===== src/design/psms_pkg.sv =====
// ----------------------------------------------------------------------------
// Pair sum match search package
// Shared constants, the controller state type and the command and status words.
// ----------------------------------------------------------------------------
package psms_pkg;

	// Default sizes of the value table and the stored fields.
	localparam int DEF_TABLE_DEPTH   = 256;
	localparam int DEF_VALUE_BITS    = 32;
	localparam int DEF_POSITION_BITS = 16;

	// Fixed field widths on the ports.
	localparam int IN_VALUE_BITS = 32;
	localparam int TARGET_BITS   = 33;
	localparam int OUT_POS_BITS  = 16;
	localparam int APB_DATA_BITS = 64;
	localparam int APB_ADDR_BITS = 4;

	// Register index, taken from the 8-byte slot bit of the address.
	localparam logic REG_TARGET_SUM = 1'b0;

	// Controller states.
	typedef enum logic [1:0] {
		ST_IDLE,
		ST_SCAN,
		ST_DRAIN,
		ST_DECIDE
	} psms_state_t;

	// Commands from the controller to the datapath.
	typedef struct packed {
		logic start;
		logic scan_rd;
		logic commit;
	} psms_cmd_t;

	// Status from the datapath to the controller.
	typedef struct packed {
		logic pair_done;
		logic table_empty;
		logic scan_last;
		logic result_needed;
		logic out_free;
	} psms_status_t;

endpackage


===== src/design/psms_ctrl.sv =====
// ----------------------------------------------------------------------------
// Pair sum match search controller
// Sequences accept, table scan, read drain and the final decision per word.
// ----------------------------------------------------------------------------
module psms_ctrl (
	input  logic                   clk,
	input  logic                   arst_n,
	input  logic                   in_valid,
	output logic                   in_ready,
	input  psms_pkg::psms_status_t status,
	output psms_pkg::psms_cmd_t    cmd
);
	import psms_pkg::*;

	psms_state_t state_q;
	psms_state_t state_next;

	// State register.
	always_ff @(posedge clk or negedge arst_n) begin
		if (!arst_n) begin
			state_q <= ST_IDLE;
		end else begin
			state_q <= state_next;
		end
	end

	// Next state and commands.
	always_comb begin
		state_next  = state_q;
		in_ready    = 1'b0;
		cmd         = '0;
		unique case (state_q)
			ST_IDLE: begin
				in_ready = 1'b1;
				if (in_valid) begin
					cmd.start = 1'b1;
					if (status.pair_done || status.table_empty) begin
						state_next = ST_DECIDE;
					end else begin
						state_next = ST_SCAN;
					end
				end
			end
			ST_SCAN: begin
				cmd.scan_rd = 1'b1;
				if (status.scan_last) begin
					state_next = ST_DRAIN;
				end
			end
			ST_DRAIN: begin
				state_next = ST_DECIDE;
			end
			ST_DECIDE: begin
				if (!status.result_needed || status.out_free) begin
					cmd.commit = 1'b1;
					state_next = ST_IDLE;
				end
			end
			default: begin
				state_next = ST_IDLE;
			end
		endcase
	end

endmodule


===== config.mk =====
export PLATFORM = sky130hd
export DESIGN_NAME = psms_ctrl
export DESIGN_NICKNAME = d
export VERILOG_FILES = /design/src/design/psms_pkg.sv /design/src/design/psms_ctrl.sv
export SDC_FILE = /design/constraint.sdc
export NUM_CORES = 1
export LEC_CHECK = 0
export ABC_AREA = 1
export BUFFER_PORTS_ARGS = -buffer_cell sky130_fd_sc_hd__buf_2
export CAP_MARGIN = 5
export CORE_AREA = 4 4 41 43
export CTS_BUF_LIST = sky130_fd_sc_hd__clkbuf_4 sky130_fd_sc_hd__clkbuf_8 sky130_fd_sc_hd__clkbuf_16
export DETAILED_ROUTE_END_ITERATION = 16
export DIE_AREA = 0 0 45 47
export PLACE_DENSITY = 0.45
export SLEW_MARGIN = 10
export SYNTH_ARGS = -nofsm -noshare
export SYNTH_HDL_FRONTEND = slang
export SYNTH_SLANG_ARGS = --single-unit

===== constraint.sdc =====
create_clock -name clk -period 1.5 [get_ports clk]
set_clock_uncertainty 0.15 [all_clocks]
set_input_delay 0.3 -clock clk [delete_from_list [all_inputs] [get_ports clk]]
set_output_delay 0.3 -clock clk [all_outputs]
set_load 0.005 [all_outputs]

## Word-level counts from Yosys, hierarchy flattened

Cells that the tools add are included.

- Equality and inequality tests: 6
- Muxes and demuxes: 11
- Reduce and logical (&&, ||, !) cells: 5

Operator list:

| kind | count |
|---|---|
| $mux 2 | 4 |
| $pmux 2 s4 | 1 |
| $mux 1 | 6 |
| $ne 2x2->1 const B | 3 |
| $eq 2x2->1 const B | 2 |
| $reduce_and 3->1 | 1 |
| $eq 2x1->1 const B | 1 |
| $logic_not 2->1 | 1 |
| $logic_or 1x1->1 | 2 |
| $logic_not 1->1 | 1 |

- Bits in registers: 2
- Bits of input ports: 8
- Output and inout port bits: 4
- Word-level logic and storage cells: 23

## Longest topological paths before layout

- Word-level depth: 4
- Gate-level depth with buffers: 7
- Depth with buffers taken out: 7

## Worst setup path after synthesis

No wires, ideal clock.

- Path kind: register to output
- Start: register state_q[0]
- End: output cmd[2] (netlist name)
- Arrival: 0.818 ns
- Data required time: 1.050 ns
- Slack: 0.232 ns
- Stages on the path, launching flop included: 5
- Buffers on the path: 0
- Cells stage by stage: dfrtp_1 inv_1 ha_1 nand2_1 inv_1

RTL lines:

| element | line | text |
|---|---|---|
| start: declaration | psms_ctrl.sv:15 | `psms_state_t state_q;` |
| start signal: assignment | psms_ctrl.sv:23 | `state_q <= state_next;` |
| end: declaration | psms_ctrl.sv:11 | `output psms_pkg::psms_cmd_t cmd` |

==> flow_metrics.py <==
metrics = {
    "run_status": {
        "status": "complete, but fails checks",
        "violations": "setup timing",
    },
    "detailed_routing": {
        "avgViaCountPerCell": 3.63,
        "via_count": 236,
        "firstDrtPassIters": 1,
        "drt_iter0_markers": 0,
        "drc": 0,
        "wl_um": 503,
        "wl_per_cell_um": 7.74,
        "ant_nets": 0,
    },
    "min_path": {
        "hold_path.class": "in2async",
    },
    "final_layout": {
        "layout-drive-gt1-share_pct": 50.0,
        "antennaDiodeCount": 0,
        "largest_register_ffs": 2,
        "instances_no_fill": 65,
        "regMostFlops": "state_q",
        "largestRegisters": "state_q (2)",
        "final_nets": 64,
        "fin_util_pct": 27.1,
        "area_delta_synth_final_pct": 62.1,
    },
    "cts": {
        "clock-sinks": 2,
        "clk_transition_reported_paths_ns": 0.03,
        "cts_max_level": 1,
        "cts_made_buffers": 3,
        "cts_buffer_depth": 2,
        "cts_root_buf": "clkbuf_4",
        "insertion_delay_ns": 0.22,
        "cts_tree": "yes",
    },
    "die": {
        "ios": 12,
        "die_y_um": 47,
        "dieWidth_um": 45,
        "die_area_um2": 2120,
        "row_count": 13,
        "coreArea_um2": 1300,
        "initial_core_util_pct": 16.7,
    },
    "worst_setup_path": {
        "cp-start-kind": "flip-flop",
        "crit_cells": 5,
        "rr_startpoint": "state_q[0]",
        "critPathKind": "reg2out",
        "slowest_delay_ns": 0.41,
        "worstPathArrival_ns": 1.07,
        "crit_family": "flip-flops",
        "r2r_cells": 8,
        "slowest_stage": "dfrtp_1",
        "cp.required_ns": 1.05,
        "worstPathBufferInverterCount": 3,
        "startpoint": "state_q[0]",
        "cp_common_cell": "inv_2",
        "cp_max_fo": 5,
        "crit_path_end_kind": "primary output",
        "cp_cell_sequence": "inv_2 > ha_4 > nand2_2 > inv_2 > buf_2",
    },
    "placement": {
        "dp_hpwl_um": 401,
        "port_buffers": 11,
        "place_congestion": 0.633,
        "dp.cells": 60,
    },
    "timing": {
        "fin_crit_sh_pct": 101,
        "tightestPinTransition_ns": 0.161,
        "rsz0062_at_grt": "yes",
        "fmax_ghz": 0.658,
        "finalSetupViolations": 2,
        "slew_viol_final": 0,
        "finalHoldViolations": 0,
        "worst_slack_ns": -0.0203,
        "period_needed_ns": 1.52,
        "relSlewSlack_pct": 89.3,
    },
    "power_and_ir_drop": {
        "ir_worst_vdd_mv": 0.674,
        "leakage_nw": 0.221,
        "powerDensity_nw_per_um2": 1840,
        "p_switching_w": 0.000278,
        "seqPwrFrac_pct": 18.7,
        "pwr-share-comb_pct": 63.1,
        "power.internal_w": 0.000370,
        "p_clk_share_pct": 18.2,
        "p_sw_share_pct": 42.9,
    },
    "global_routing": {
        "antenna_found_initial": 0,
        "grt_usage_pct": 5.21,
        "grt_pass1_vias": 204,
        "grt-ovfl-total": 0,
        "grt_pass1_wl_um": 752,
        "grt_max_degree": 6,
    },
    "logic_synthesis": {
        "syn_nets": 46,
        "synthCells": 34,
        "syn_area_um2": 218,
        "ys_types": 10,
        "synth_warnings": 0,
        "ys_seq_elements": 2,
        "syn_area_per_cell_um2": 6.40,
        "ys_seq_area_share_pct": 23.0,
    },
    "run": {
        "drv_cap": 0,
    },
}
[layer usage]
layer  track usage, %  vias to the layer above  wire length, um
met1             5.90                       96              218
li1                 -                      133                -
met2             7.63                        7              237
met5                0                        -                0
met4             5.26                        0                0
met3             1.53                        0               47
[kinds of logic (layout without fill, tap and decap cells)]
| group | count (synthesis) | after routing | share of synthesized area (%) |
|---|---|---|---|
| flip-flops | 2 | 2 | 23.0 |
| buffers and inverters | 10 | 26 | 17.2 |
| adder cells (fa/ha/maj) | 4 | 4 | 23.0 |
| AO/OA/AOI/OAI | 2 | 2 | 4.59 |
| AND/OR/NAND/NOR | 16 | 16 | 32.2 |
[power groups by stage]
stage	registers [W]	clock network (W)	logic [W]
finish	0.000121	0.000118	0.000409
global route	0.000129	0.000134	0.000481
CTS	0.000120	0.000128	0.000383
detailed placement	0.000116	0	0.000340
global placement	0.000114	0	0.000342
floorplan	0.000109	0	0.000242
[final cells by class]
| class | count | area [um2] |
|---|---|---|
| clock buffers | 3 | 22.5 |
| fillers | 161 | 948 |
| inverters | 10 | 37.5 |
| multi-input cells | 22 | 151 |
| flip-flops and latches | 2 | 50.0 |
| well taps | 15 | 18.8 |
| repair buffers | 13 | 72.6 |
[synthesized netlist by cell type]
| cell | number | area [um2] |
|---|---|---|
| o21ai_0 | 1 | 5.00 |
| nand2_2 | 2 | 12.5 |
| inv_1 | 10 | 37.5 |
| nand4_1 | 1 | 6.26 |
| dfrtp_1 | 2 | 50.1 |
| nand3_1 | 2 | 10.0 |
| ha_1 | 4 | 50.1 |
| nor2_1 | 1 | 3.75 |
| nand2_1 | 10 | 37.5 |
| a21oi_1 | 1 | 5.00 |
[path summary, 6_finish.rpt]
path	end	slack (ns)
worst min-delay path	state_q[0]	0.24
min in group clk	state_q[1]	0.27
worst min register to register	state_q[0]	0.40
worst max register to register	state_q[1]	0.21
max in group asynchronous	state_q[1]	0.87
worst max-delay path	cmd[2]	-0.02
[cells in the final DEF, fill, tap and decap left out, drive strengths merged]
cell type,netlist,final
buf,0,12
nand2,12,12
inv,10,10
ha,4,4
clkbuf,0,3
nand3,2,2
dfrtp,2,2
a21oi,1,1
nand4,1,1
nor2,1,1
o21ai,1,1
dlygate4sd3,0,1
[worst reg2reg max path: stages (launching register included)]
cell and delay (ns):
dfrtp_1 0.41, inv_2 0.10, ha_4 0.16, buf_4 0.10, inv_1 0.04, nand2_1 0.05, nand2_1 0.05, nand2_1 0.07
nand2_1 0.05
[through the flow]
stage                     setup TNS (ns)  worst slack, ns  hold slack, ns  cell area (um2)  power (W)
final                            -0.0349          -0.0203           0.240              353   0.000649
after global routing              -0.276          -0.0913           0.239              353   0.000743
after CTS                         -0.103          -0.0432           0.226              337   0.000630
after detailed placement               0            0.108         -0.0643              292   0.000456
after global placement                 0            0.134         -0.0634              292   0.000456
after floorplan                        0            0.232          -0.146              218   0.000350
[what timing repair did]
action                                 in CTS  in global routing
hold buffers                                1                  0
pin swaps                                   1                  2
gates resized for setup                     4                  5
endpoints found under the hold margin       2                  0
setup buffers                               0                  1
setup endpoints to repair                   3                  4
(Power assumes the default switching activity.)
